**src/rtl/core/pfd_isqrt_pipe.sv**
```systemverilog
// pipelined integer square root, one result bit per stage
module pfd_isqrt_pipe #(
  parameter int QW = 62,
  parameter int SIDE_W = 1
) (
  input  logic clk,
  input  logic rst,
  input  logic en,
  input  logic in_valid,
  input  logic [QW-1:0] q,
  input  logic [SIDE_W-1:0] side,
  output logic out_valid,
  output logic [QW/2-1:0] root,
  output logic [SIDE_W-1:0] out_side
);

  localparam int NSTG = QW / 2;

  logic v [NSTG];
  logic [QW-1:0] q_r [NSTG];
  logic [QW-1:0] res_r [NSTG];
  logic [SIDE_W-1:0] side_r [NSTG];

  for (genvar k = 0; k < NSTG; k++) begin : g_stage
    localparam logic [QW-1:0] BIT = {{(QW-1){1'b0}}, 1'b1} << (QW - 2 - 2 * k);
    logic src_v;
    logic [QW-1:0] src_q;
    logic [QW-1:0] src_res;
    logic [SIDE_W-1:0] src_side;
    logic [QW-1:0] trial;
    logic [QW-1:0] q_next;
    logic [QW-1:0] res_next;

    if (k == 0) begin : g_first
      always_comb begin
        src_v = in_valid;
        src_q = q;
        src_res = '0;
        src_side = side;
      end
    end else begin : g_next
      always_comb begin
        src_v = v[k-1];
        src_q = q_r[k-1];
        src_res = res_r[k-1];
        src_side = side_r[k-1];
      end
    end

    always_comb begin
      trial = src_res + BIT;
      if (src_q >= trial) begin
        q_next = src_q - trial;
        res_next = (src_res >> 1) + BIT;
      end else begin
        q_next = src_q;
        res_next = src_res >> 1;
      end
    end

    always_ff @(posedge clk) begin
      if (rst) begin
        v[k] <= 1'b0;
      end else if (en) begin
        v[k] <= src_v;
      end
    end

    always_ff @(posedge clk) begin
      if (en) begin
        q_r[k] <= q_next;
        res_r[k] <= res_next;
        side_r[k] <= src_side;
      end
    end
  end

  assign out_valid = v[NSTG-1];
  assign root = res_r[NSTG-1][QW/2-1:0];
  assign out_side = side_r[NSTG-1];

endmodule

```
**config.mk**
```make
export PLATFORM = sky130hd
export DESIGN_NAME = pfd_isqrt_pipe
export DESIGN_NICKNAME = d
export VERILOG_FILES = /design/src/rtl/core/pfd_isqrt_pipe.sv
export SDC_FILE = /design/constraint.sdc
export NUM_CORES = 2
export LEC_CHECK = 0
export BUFFER_PORTS_ARGS = -buffer_cell sky130_fd_sc_hd__buf_2
export CORE_MARGIN = 5
export CORE_UTILIZATION = 32
export CTS_CLUSTER_SIZE = 24
export DETAILED_ROUTE_END_ITERATION = 7
export GPL_ROUTABILITY_DRIVEN = 1
export PLACE_DENSITY = 0.57
export SETUP_SLACK_MARGIN = 0.3
export SYNTH_ARGS = -nofsm -noshare
export SYNTH_HDL_FRONTEND = slang
export SYNTH_SLANG_ARGS = --single-unit
```
**constraint.sdc**
```tcl
create_clock -name clk -period 4 [get_ports clk]
set_input_delay 0.4 -clock clk [delete_from_list [all_inputs] [get_ports clk]]
set_output_delay 0.4 -clock clk [all_outputs]
set_load 0.005 [all_outputs]
```
After elaboration in Yosys (flattened, before gate mapping)
Memory sizes are Yosys's and may differ from the RTL's.
Cells that the tools add are included.

word-level totals
  register bits after elaboration = 0
  bits of input ports = 67
  logic and storage cells = 256
  memories kept = 4
  bits in writable memories = 3906

memory list
  name    depth  bits a word  rd ports  clocked after Yosys merged registers in  wr ports  line  source
  q_r     31     62           30        0                                        31        20    logic [QW-1:0] q_r [NSTG];
  res_r   31     62           31        0                                        31        21    logic [QW-1:0] res_r [NSTG];
  side_r  31     1            31        0                                        31        22    logic [SIDE_W-1:0] side_r [NSTG];
  v       31     1            31        0                                        31        19    logic v [NSTG];

cells by class
  muxes and demuxes = 99
  add/subtract/negate cells = 91
  order comparisons = 31
  bitwise operators = 31

operator list
  cell                                            count
  2-to-1 mux 62 bit                               61
  greater-or-equal comparator 62 bit              30
  subtractor 62 bit                               30
  adder 61 x 1 -> 62 bit, second input constant   1
  adder 61 x 11 -> 62 bit, second input constant  1
  adder 61 x 13 -> 62 bit, second input constant  1
  adder 61 x 15 -> 62 bit, second input constant  1
  adder 61 x 17 -> 62 bit, second input constant  1
  adder 61 x 19 -> 62 bit, second input constant  1
  adder 61 x 21 -> 62 bit, second input constant  1
  adder 61 x 23 -> 62 bit, second input constant  1
  adder 61 x 25 -> 62 bit, second input constant  1
  adder 61 x 27 -> 62 bit, second input constant  1
  adder 61 x 29 -> 62 bit, second input constant  1
  adder 61 x 3 -> 62 bit, second input constant   1
  adder 61 x 31 -> 62 bit, second input constant  1
  adder 61 x 33 -> 62 bit, second input constant  1
  adder 61 x 35 -> 62 bit, second input constant  1
  adder 61 x 37 -> 62 bit, second input constant  1
  adder 61 x 39 -> 62 bit, second input constant  1
  adder 61 x 41 -> 62 bit, second input constant  1
  adder 61 x 43 -> 62 bit, second input constant  1
  adder 61 x 45 -> 62 bit, second input constant  1
  adder 61 x 47 -> 62 bit, second input constant  1
  44 further kinds                                110

Logic depth before layout (Yosys ltp)
  word-level depth = 4
  gate-level depth with buffers = 15
  depth with buffers taken out = 12

Worst setup path after synthesis
OpenSTA, ideal clock, no wires.

  path type = register to register
  from = mem q_r[21][39], in the netlist q_r[1][349]
  to = mem q_r[22][48], in the netlist q_r[1][420], data pin
  required time = 3734 ps
  path buffers = 2
  data arrival time = 3154 ps
  cell stages (with the launch flop) = 14
  setup slack = 581 ps
  clock period less this slack = 3419 ps
  cell sequence = edfxtp_1 -> ha_1 -> or3_1 -> or3_1 -> or3_1 -> or4_1 -> nor3_1 -> and2_1 -> buf_2 -> inv_2 -> o311ai_1 -> buf_2 -> nor3_1 -> xor2_1

RTL lines
  what                line
  start: declaration  20

==> summary.md <==
| Metric | Value |
|---|---|
| Setup CP Type | flop to flop |
| Largest net degree at the start of global routing | 136 |
| Die Span Y | 610 µm |
| VDD IR-drop max | 401 µV |
| RR Endpoint | q_r[1][789] |
| Rel. slew slack | 19.7% |
| Yosys top cell by area | edfxtp_1 |
| Initial detailed-routing violation count | 4947 |
| Most used DFF post-synth | edfxtp_1 |
| Seq cells post-synth | 2418 |
| Hold EP | q_r[0][611] |
| Startpoint types | flop |
| WL final | 301000 µm |
| Fraction of layout cells with a size suffix above 1 | 12.7% |
| WP data required | 4.55 ns |
| DRC | 0 |
| DR pass1 iterations | 8 |
| Setup crit end kind | flop |
| Routed vias | 74.4k |
| Max-cap violations | 0 |
| FF+latch area | 72600 µm² |
| Post-layout util | 37.8% |
| Final Hold Vio Count | 0 |
| Top-area cell type share of the netlist area | 63.0% |
| Post-Syn Area | 115000 µm² |
| Critical path peak fanout | 8 |
| Sequential share of the synthesized area | 63.0% |
| Sink Count | 2418 |
| Row count | 220 |
| Via density | 5.03 |
| RSZ-0062 raised after global routing | yes |
| Area contributors post-synth | edfxtp_1, ha_1, xor2_1 |
| Post-Place Cells | 14.2k |
| Worst-Margin Slew | 1.20 ns |
| Die Wd | 610 µm |
| CTS H-Tree Depth | 5 |
| HP Class | input port to flop |
| CTS max path bufs | 4 |
| Synth warn | 0 |
| Max Slew Vio Count | 0 |
| Arrival time worst endpoint | 4.23 ns |
| Worst R2R Path Depth | 11 |
| Core area | 359000 µm² |
| Synth unique cells | 96 |
| Critical Path Max Stage Delay | 0.47 ns |
| Post-Synthesis Cells | 9133 |
| Worst Path Buf+Inv | 1 |
| Fmax | 272 MHz |
| CTS tree | done |
| Syn_area_per_cell | 12.6 µm² |
| Post-detail-place hpwl | 228000 µm |
| Final period utilization | 91.9% |
| Die area | 372000 µm² |
| Total global-route track usage | 15.6% |
| NumNets Final | 10.4k |
| WHS Path Cells | 1 |
| Crit path time final | 3.68 ns |
| EDFF count, synth | 2418 |
| Asr flop ratio synth | 0% |
| Clk_skew | 0.106 ns |
| First-pass GRT wire length | 455000 µm |
| FILL cells | 34.1k |
| Area Growth Syn to Fin | 17.6% |
| Gpl congestion | 0.922 |
| Critical path, cell by cell | ha_1 -> and3_1 -> nand2_1 -> or2_2 -> a2111oi_0 -> nor2_1 -> a211o_1 -> a211o_2 -> buf_6 -> nor3_4 -> xor2_1 |
| Worst hold path startpoint | en |
| Lkg Pwr | 0.0505 µW |
| GR Overflow Total | 0 |
| Number of I/O pins | 100 |
| Status | completed |
| Vias in the first global route | 75.8k |
| Fin cells | 14.8k |
| Reg clk slew, reported paths | 0.06 ns |
| Pwr/cell area | 565 nW/µm² |
| Reg2Reg Setup Slack | 0.32 ns |
| CP max-delay cell | edfxtp_1 |
| Multi-input gate area | 40600 µm² |
| Syn Nets | 9725 |
| TritonCTS Buffers | 279 |
| Worst flop-to-flop path startpoint | q_r[1][707] |
| Initial core utilization | 32.1% |
| CP top delay family | compound AO/OA/AOI/OAI gates |
| Clock Latency Late Sink | 0.90 ns |
| Initial antenna violation count | 2 |
| Final setup fails | 0 |
| Number of port buffers | 99 |
| WL/cell | 20.3 µm |
| Root Driver | clkbuf_16 |
| ANT nets after route | 0 |
==> how the worst max path moves through the flow <==
stage | startpoint | to | slack (ns) | cells after the start
after floorplan | q_r[1][349] | q_r[1][420] | 0.58 | 13
after global placement | q_r[1][711] | q_r[1][793] | -1.81 | 12
after detailed placement | q_r[1][786] | q_r[1][865] | -0.57 | 10
after CTS | q_r[1][711] | q_r[1][789] | -0.008 | 13
after global routing | q_r[1][711] | q_r[1][796] | 0.08 | 13
final | q_r[1][707] | q_r[1][789] | 0.32 | 11
==> flip-flops by register name, indices dropped and copies added, names as in the netlist <==
name    cells
q_r      1860
res_r     496
side_r     31
v          31
==> power by group <==
group	switching [µW]	total, µW	internal (µW)
registers	2650	34800	32100
clock network	10500	25300	14800
logic	9650	16600	6930
==> cells by family after synthesis <==
| logic type | after synthesis | synth area share (%) |
|---|---|---|
| AO/OA/AOI/OAI | 1679 | 8.95 |
| XOR/XNOR | 832 | 6.32 |
| adder cells (fa/ha/maj) | 525 | 5.70 |
| buffers and inverters | 847 | 2.80 |
| flip-flops | 2418 | 63.0 |
| multiplexers | 92 | 0.885 |
| AND/OR/NAND/NOR | 2740 | 12.3 |
==> metal layers <==
layer / wire length [µm] / part of all wire, % / global-route usage [%] / vias to the layer above
met5: 13 / 0.0043 / 0 / -
met4: 14100 / 4.7 / 6.45 / 2
met3: 11500 / 3.8 / 1.99 / 609
met2: 163000 / 54 / 30.4 / 1801
met1: 113000 / 37 / 16.9 / 36342
li1: - / - / - / 35599
==> timing repair <==
| action | in CTS | in global routing |
|---|---|---|
| hold buffers | 66 | 0 |
| gates cloned | 5 | 0 |
| gates resized for setup | 161 | 137 |
| buffers inserted | 29 | 34 |
| endpoints found under the hold margin | 65 | 0 |
| setup endpoints to repair | 247 | 242 |
| pin swaps | 56 | 44 |
==> metrics by stage <==
step	total power (µW)	setup slack (ns)	hold WS, ns	instance area [µm²]	TNS [ns]
2_1_floorplan	44900	0.581	0.400	115000	0
3_3_place_gp	51000	-1.81	0.403	124000	-119.19
3_5_place_dp	51200	-0.575	0.405	124000	-27.82
4_1_cts	77200	-0.00824	0.114	135000	-0.0199
5_1_grt	80500	0.0823	0.163	136000	0
6_report	76700	0.322	0.223	136000	0
==> cell usage in the layout (no fill, tap or decap), drive strengths merged, types with 106 or more instances in the layout <==
| cell | instances |
|---|---|
| a21o | 173 |
| nand2 | 479 |
| clkinv | 132 |
| nor2 | 673 |
| nand3 | 162 |
| clkbuf | 325 |
| or3 | 117 |
| nand2b | 106 |
| ha | 525 |
| o21ai | 378 |
| buf | 502 |
| edfxtp | 2418 |
| xor2 | 431 |
| nor3 | 285 |
| a21oi | 628 |
| inv | 666 |
| xnor2 | 401 |
| nand4 | 158 |
| nor4 | 324 |
==> area by class of cell <==
cell class              count  share of cell area (%)
diodes                      2                 0.00369
clock buffers             325                    5.32
clock inverters           184                    1.40
inverters                 658                    1.82
multi-input cells        5868                    29.9
flip-flops and latches   2418                    53.5
well taps                4773                    4.40
repair buffers            568                    3.56
==> cells in the mapped netlist (24+ instances only) <==
cell type,count
edfxtp_1,2418
nor2_1,673
inv_1,654
a21oi_1,627
ha_1,525
nand2_1,479
xor2_1,431
xnor2_1,401
o21ai_0,376
nor4_1,320
nor3_1,276
a21o_1,173
nand3_1,162
clkbuf_1,161
nand4_1,158
or3_1,117
nand2b_1,106
o21a_1,80
mux2_2,78
or4_1,78
and2_1,64
nor2b_1,57
and3_1,53
o21bai_1,50
a31oi_1,48
a211oi_1,45
o211ai_1,41
or2_2,40
o31ai_1,35
nor4b_1,28
nand3b_1,24
==> worst reg2reg max path, stage by stage, from the launching register on <==
cell and delay (ns):
edfxtp_1 0.47, ha_1 0.34, and3_1 0.21, nand2_1 0.12
or2_2 0.32, a2111oi_0 0.37, nor2_1 0.25, a211o_1 0.38
a211o_2 0.45, buf_6 0.19, nor3_4 0.12, xor2_1 0.09
Note: power is estimated with default switching activity, not from simulation.
