==> src/rtl/core/pfd_div_pipe.sv <==
// pipelined restoring divider, one quotient bit per stage, several lanes
module pfd_div_pipe #(
  parameter int LANES = 2,
  parameter int NUM_W = 44,
  parameter int DEN_W = 31,
  parameter int QUO_W = 15,
  parameter int SIDE_W = 1
) (
  input  logic clk,
  input  logic rst,
  input  logic en,
  input  logic in_valid,
  input  logic [LANES-1:0][NUM_W-1:0] num,
  input  logic [LANES-1:0][DEN_W-1:0] den,
  input  logic [SIDE_W-1:0] side,
  output logic out_valid,
  output logic [LANES-1:0][QUO_W-1:0] quo,
  output logic [SIDE_W-1:0] out_side
);

  logic v [QUO_W];
  logic [LANES-1:0][DEN_W-1:0] rem_r [QUO_W];
  logic [LANES-1:0][DEN_W-1:0] den_r [QUO_W];
  logic [LANES-1:0][QUO_W-1:0] nlo_r [QUO_W];
  logic [LANES-1:0][QUO_W-1:0] quo_r [QUO_W];
  logic [SIDE_W-1:0] side_r [QUO_W];

  for (genvar k = 0; k < QUO_W; k++) begin : g_stage
    logic src_v;
    logic [LANES-1:0][DEN_W-1:0] src_rem;
    logic [LANES-1:0][DEN_W-1:0] src_den;
    logic [LANES-1:0][QUO_W-1:0] src_nlo;
    logic [LANES-1:0][QUO_W-1:0] src_quo;
    logic [SIDE_W-1:0] src_side;
    logic [LANES-1:0][DEN_W-1:0] rem_next;
    logic [LANES-1:0][QUO_W-1:0] nlo_next;
    logic [LANES-1:0][QUO_W-1:0] quo_next;

    if (k == 0) begin : g_first
      always_comb begin
        src_v = in_valid;
        src_den = den;
        src_side = side;
        for (int l = 0; l < LANES; l++) begin
          src_rem[l] = DEN_W'(num[l][NUM_W-1:QUO_W]);
          src_nlo[l] = num[l][QUO_W-1:0];
          src_quo[l] = '0;
        end
      end
    end else begin : g_next
      always_comb begin
        src_v = v[k-1];
        src_rem = rem_r[k-1];
        src_den = den_r[k-1];
        src_nlo = nlo_r[k-1];
        src_quo = quo_r[k-1];
        src_side = side_r[k-1];
      end
    end

    always_comb begin
      logic [DEN_W:0] cand;
      logic ge;
      for (int l = 0; l < LANES; l++) begin
        cand = {src_rem[l], src_nlo[l][QUO_W-1]};
        ge = (cand >= {1'b0, src_den[l]});
        rem_next[l] = ge ? DEN_W'(cand - {1'b0, src_den[l]}) : cand[DEN_W-1:0];
        nlo_next[l] = {src_nlo[l][QUO_W-2:0], 1'b0};
        quo_next[l] = {src_quo[l][QUO_W-2:0], ge};
      end
    end

    always_ff @(posedge clk) begin
      if (rst) begin
        v[k] <= 1'b0;
      end else if (en) begin
        v[k] <= src_v;
      end
    end

    always_ff @(posedge clk) begin
      if (en) begin
        rem_r[k] <= rem_next;
        den_r[k] <= src_den;
        nlo_r[k] <= nlo_next;
        quo_r[k] <= quo_next;
        side_r[k] <= src_side;
      end
    end
  end

  assign out_valid = v[QUO_W-1];
  assign quo = quo_r[QUO_W-1];
  assign out_side = side_r[QUO_W-1];

endmodule

==> config.mk <==
export PLATFORM = sky130hd
export DESIGN_NAME = pfd_div_pipe
export DESIGN_NICKNAME = d
export VERILOG_FILES = /design/src/rtl/core/pfd_div_pipe.sv
export SDC_FILE = /design/constraint.sdc
export NUM_CORES = 2
export LEC_CHECK = 0
export BUFFER_PORTS_ARGS = -buffer_cell sky130_fd_sc_hd__buf_2
export CAP_MARGIN = 20
export CORE_AREA = 10 10 453 455
export CTS_CLUSTER_DIAMETER = 60
export CTS_CLUSTER_SIZE = 16
export DETAILED_ROUTE_END_ITERATION = 16
export DIE_AREA = 0 0 463 465
export MAX_ROUTING_LAYER = met4
export PLACE_DENSITY = 0.91
export SYNTH_ARGS = -nofsm -noshare
export SYNTH_HDL_FRONTEND = slang
export SYNTH_SLANG_ARGS = --single-unit
==> constraint.sdc <==
create_clock -name clk -period 5.4 [get_ports clk]
set_input_delay 1.35 -clock clk [delete_from_list [all_inputs] [get_ports clk]]
set_output_delay 1.35 -clock clk [all_outputs]
set_load 0.03 [all_outputs]
### Word level (Yosys, flattened, before mapping)

Memories as Yosys holds them, arrays and structs flattened.
Index checks and enable logic that the tools add are counted.

* output and inout port bits: 32
* register bits: 0
* RAM bits: 2760
* memories kept: 6
* word-level logic and storage cells: 132

* $lt $le $gt $ge: 30
* add/sub/neg operators: 30
* mux-type cells: 51
* bitwise logic cells: 15

Memories
* den_r: words 15, bits a word 62, read ports 14, clocked after Yosys merged registers in 0, write ports 15, line 23 `logic [LANES-1:0][DEN_W-1:0] den_r [QUO_W];`
* rem_r: words 15, bits a word 62, read ports 14, clocked after Yosys merged registers in 0, write ports 15, line 22 `logic [LANES-1:0][DEN_W-1:0] rem_r [QUO_W];`
* quo_r: words 15, bits a word 30, read ports 15, clocked after Yosys merged registers in 0, write ports 15, line 25 `logic [LANES-1:0][QUO_W-1:0] quo_r [QUO_W];`
* nlo_r: words 15, bits a word 28, read ports 14, clocked after Yosys merged registers in 0, write ports 15, line 24 `logic [LANES-1:0][QUO_W-1:0] nlo_r [QUO_W];`
* side_r: words 15, bits a word 1, read ports 15, clocked after Yosys merged registers in 0, write ports 15, line 26 `logic [SIDE_W-1:0] side_r [QUO_W];`
* v: words 15, bits a word 1, read ports 15, clocked after Yosys merged registers in 0, write ports 15, line 21 `logic v [QUO_W];`

Operators with widths (count)
* $mux W31: 30
* $ge A32 B31 Y1: 28
* $sub A31 B31 Y31: 28
* $ge A30 B31 Y1: 2
* $sub A30 B31 Y31: 2
* $mux W1: 21
* $or A1 B1 Y1: 15

### Logic depth before layout (Yosys ltp)

* depth in word-level cells: 4
* mapped depth: 16
* mapped depth without buffers: 14

### Worst setup path after synthesis

OpenSTA, ideal clock, no wires.

* path kind: input to register
* from: input port den[45] (netlist bit)
* to: memory rem_r[0][54] (netlist bit), data pin
* path buffers: 2
* stages on the path: 14
* data required time: 5.138 ns
* data arrival time: 4.017 ns
* path slack: 1.121 ns
* library setup time: 0.262 ns
* cell sequence: inv_1 ha_1 clkbuf_1 a21o_1 a31o_1 o21a_1 a311oi_1 a31oi_1 o21ai_1 o21ai_1 a21o_1 a31oi_1 buf_2 mux2_1

RTL lines
* start, declared: line 14 `input logic [LANES-1:0][DEN_W-1:0] den,`
* end, declared: line 22

==> flow_summary.toml <==
[sta]
fin_crit_sh_pct = 82.9
holdWs_ns = 0.414
slew_violations = 0
rsz0062_at_grt = "no"
slew_headroom_pct = 27.7
finalWorstSetupSlack_ns = 0.924
setup_tns_ns = 0
fin_crit_ns = 4.48
finalClockSkew_ns = 0.0238
hold_viol = 0
fmax_ghz = 0.223
worstMarginPinSlew_ns = 1.08
setup_viol = 0

[power_and_ir_drop]
internal-power_uw = 47000
p_sw_share_pct = 37.1
p_seq_share_pct = 36.7
p_switching_uw = 27800
clockPowerShare_pct = 17.3
max-vdd-ir-drop_uv = 390
p_per_area_nw_per_um2 = 563
power_leakage_uw = 0.0552
combPwrFrac_pct = 45.9

[clock_tree]
cts_made_buffers = 182
cts_sinks = 2216
worstSkewPairLatency_ns = 0.84
clockRootBuffer = "clkbuf_16"
clk_pin_slew_ns = 0.07
clock_path_buffers = 3
cts_resized = 0
post-cts-setup-buffer-count = 0
htree_levels = 4
cts_tree = "done"
hold_buffers = 0

[run_status]
status = "complete, no violations"

[detailed_routing]
totalWireLength_um = 248000
drtAntennaViolNets = 0
firstDrtPassIters = 6
via_per_inst = 5.93
drc = 0
drtIter0Drc = 6260
drt-wirelength-per-cell_um = 18.0
dr_total_vias = 81600

[synth]
yosysSeqAreaShare_pct = 54.2
async_reset_ff_share_pct = 0
ys_seq_elements = 2216
synth_cells = 10800
synth_enable_flop_cells = 2216
synth_nets = 11900
synth_top_flop_cell = "edfxtp_1"
yosysWarnings = 0
postSynthAreaPerCell_um2 = 11.4
synth_area_um2 = 123000
ys_types = 92

[floorplanning]
start_util_pct = 62.6
dieArea_um2 = 215000
die_y_um = 465
core.rowCount = 163
pin_count = 187
core_um2 = 196000
die_w_um = 463

[place]
place_ws_ns = 0.482
hpwl_um = 185000
globalplace.congestion = 0.964
port_buffers = 186

[grt]
grt_usage_pct = 23.0
grt_overflow = 0
grt_max_degree = 161
grt_pass1_wl_um = 404000
antenna_found_initial = 1
grt_pass1_vias = 81800

[worst_setup_path]
critPathArrivalTime_ns = 5.05
crit_chain = "ha_1 > fa_1 > nand2b_1 > a21boi_1 > o21ai_1 > a21oi_1 > a31oi_1 > o21ai_1 > o21a_1 > o21ai_0 > a21boi_0 > a2bb2oi_4 > mux2_2"
crit_top_cell = "o21ai_1"
cp.required_ns = 5.98
endpoint_kind = "flip-flop"
slowest_stage = "a2bb2oi_4"
critPathMaxFanout = 32
max_stage_delay_ns = 0.77
critPathKind = "reg2reg"
cp-start-kind = "flip-flop"

[run]
max-cap-violations = 0

[worst_hold_path]
worstHoldPathType = "reg2reg"

[finish]
area_growth_pct = 8.19
drive_gt1_share_pct = 7.82
layout.nets = 12100
[cell type report]
type | count | area (um2)
Timing Repair Buffer | 263 | 1800
Antenna cell | 1 | 2.50
Clock buffer | 192 | 4610
Clock inverter | 93 | 1100
Multi-Input combinational cell | 7226 | 51300
Sequential cell | 2216 | 66500
Inverter | 1139 | 4280
Fill cell | 13700 | 63200
Tap cell | 2640 | 3300
[synthesized netlist by cell type, types with 15 or more instances]
cell type	count	area, um2
nand3_1	159	796
o21ai_0	578	2890
o211ai_1	35	263
nor4_1	25	156
clkbuf_1	203	762
o31ai_1	58	435
nor3b_1	15	113
o2111ai_1	18	158
mux2_1	46	518
nor3_1	104	521
a31oi_1	98	613
a41oi_1	15	131
and3_1	80	500
a21o_1	511	3840
a31o_2	23	201
and4_1	22	193
o21ai_1	145	726
nand4_1	136	851
buf_1	15	56.3
or2_2	20	125
or3_1	26	163
inv_1	1135	4260
o41ai_1	20	175
a21oi_1	939	4700
a211oi_1	52	390
nor2_1	588	2210
a21boi_0	27	203
ha_1	928	11600
nand2_1	744	2790
xor2_1	312	2730
mux2_2	252	2840
xnor2_1	440	3850
nor2b_1	154	963
o21a_1	108	811
and2_1	47	294
nand2b_1	134	838
o21bai_1	103	773
fa_1	28	561
edfxtp_1	2216	66500
a211o_1	15	131
mux2i_1	17	170
[stage by stage]
step | power [uW] | instance area (um2) | util [%] | instances
2_1_floorplan | 53400 | 123000 | - | 10800
3_3_place_gp | 60100 | 127000 | 64.9 | 13500
3_5_place_dp | 61300 | 127000 | 64.9 | 13500
4_1_cts | 74700 | 133000 | 67.8 | 13800
5_1_grt | 79900 | 133000 | 67.8 | 13800
6_report | 74800 | 133000 | 67.8 | 13800
[path summary, 6_finish.rpt]
kind	cells after the start	slack [ns]	start	to
max	13	0.92	den_r[1][124]$_DFFE_PP_	rem_r[1][197]$_DFFE_PP_
min	0	0.41	nlo_r[0][62]$_DFFE_PP_	nlo_r[0][91]$_DFFE_PP_
max reg2reg	13	0.92	den_r[1][124]$_DFFE_PP_	rem_r[1][197]$_DFFE_PP_
min reg2reg	0	0.41	nlo_r[0][62]$_DFFE_PP_	nlo_r[0][91]$_DFFE_PP_
[worst max-delay path: cells and delay by family, from the launching register on]
kind | cells | cell delay (ns)
compound gates | 9 | 2.52
simple gates | 1 | 0.17
mux | 1 | 0.42
flops | 1 | 0.43
fa+ha+maj | 2 | 0.66
[kinds of logic (layout without fill, tap and decap cells)]
logic type | after synthesis | in the layout | synth area share [%]
buf+inv | 1377 | 1687 | 4.25
flops | 2216 | 2216 | 54.2
mux | 315 | 315 | 2.87
xor+xnor | 752 | 752 | 5.36
other cells | 0 | 1 | 0
compound gates | 2903 | 2903 | 14.6
simple gates | 2300 | 2300 | 8.87
fa+ha+maj | 956 | 956 | 9.91
[layout by cell type, fill, tap and decap left out, types with 46 or more instances in the layout]
master and count:
a211oi_1 52, a21o_1 511, a21oi_1 938, a31oi_1 94, and2_1 47, and3_1 80
buf_2 185, buf_4 55, clkbuf_16 183, edfxtp_1 2216, ha_1 928, inv_1 1135
mux2_1 46, mux2_2 252, nand2_1 744, nand2b_1 134, nand3_1 156, nand4_1 136
nor2_1 587, nor2b_1 154, nor3_1 104, o21a_1 108, o21ai_0 577, o21ai_1 144
o21bai_1 103, o31ai_1 55, xnor2_1 440, xor2_1 312
[routing by layer]
| metal | wire [um] | vias to the layer above | GRT usage (%) |
|---|---|---|---|
| li1 | - | 39800 | - |
| met1 | 103000 | 38300 | 27.1 |
| met2 | 121000 | 2765 | 39.7 |
| met3 | 11400 | 724 | 2.75 |
| met4 | 11900 | 0 | 10.4 |
| met5 | 0 | - | - |
[sequential cells by signal, summed over array words and instances, names as in the netlist]
| register | flops |
|---|---|
| quo_r | 240 |
| nlo_r | 210 |
| side_r | 15 |
| v | 15 |
| den_r | 868 |
| rem_r | 868 |
[power by group through the flow]
stage	sequential (uW)	combinational, uW	clock, uW
floorplan	26800	26600	0
global placement	27700	32400	0
detailed placement	27800	33600	0
CTS	27400	33900	13300
global route	27900	38100	13900
finish	27500	34400	13000
No activity file was read; power rests on OpenSTA's default activity.
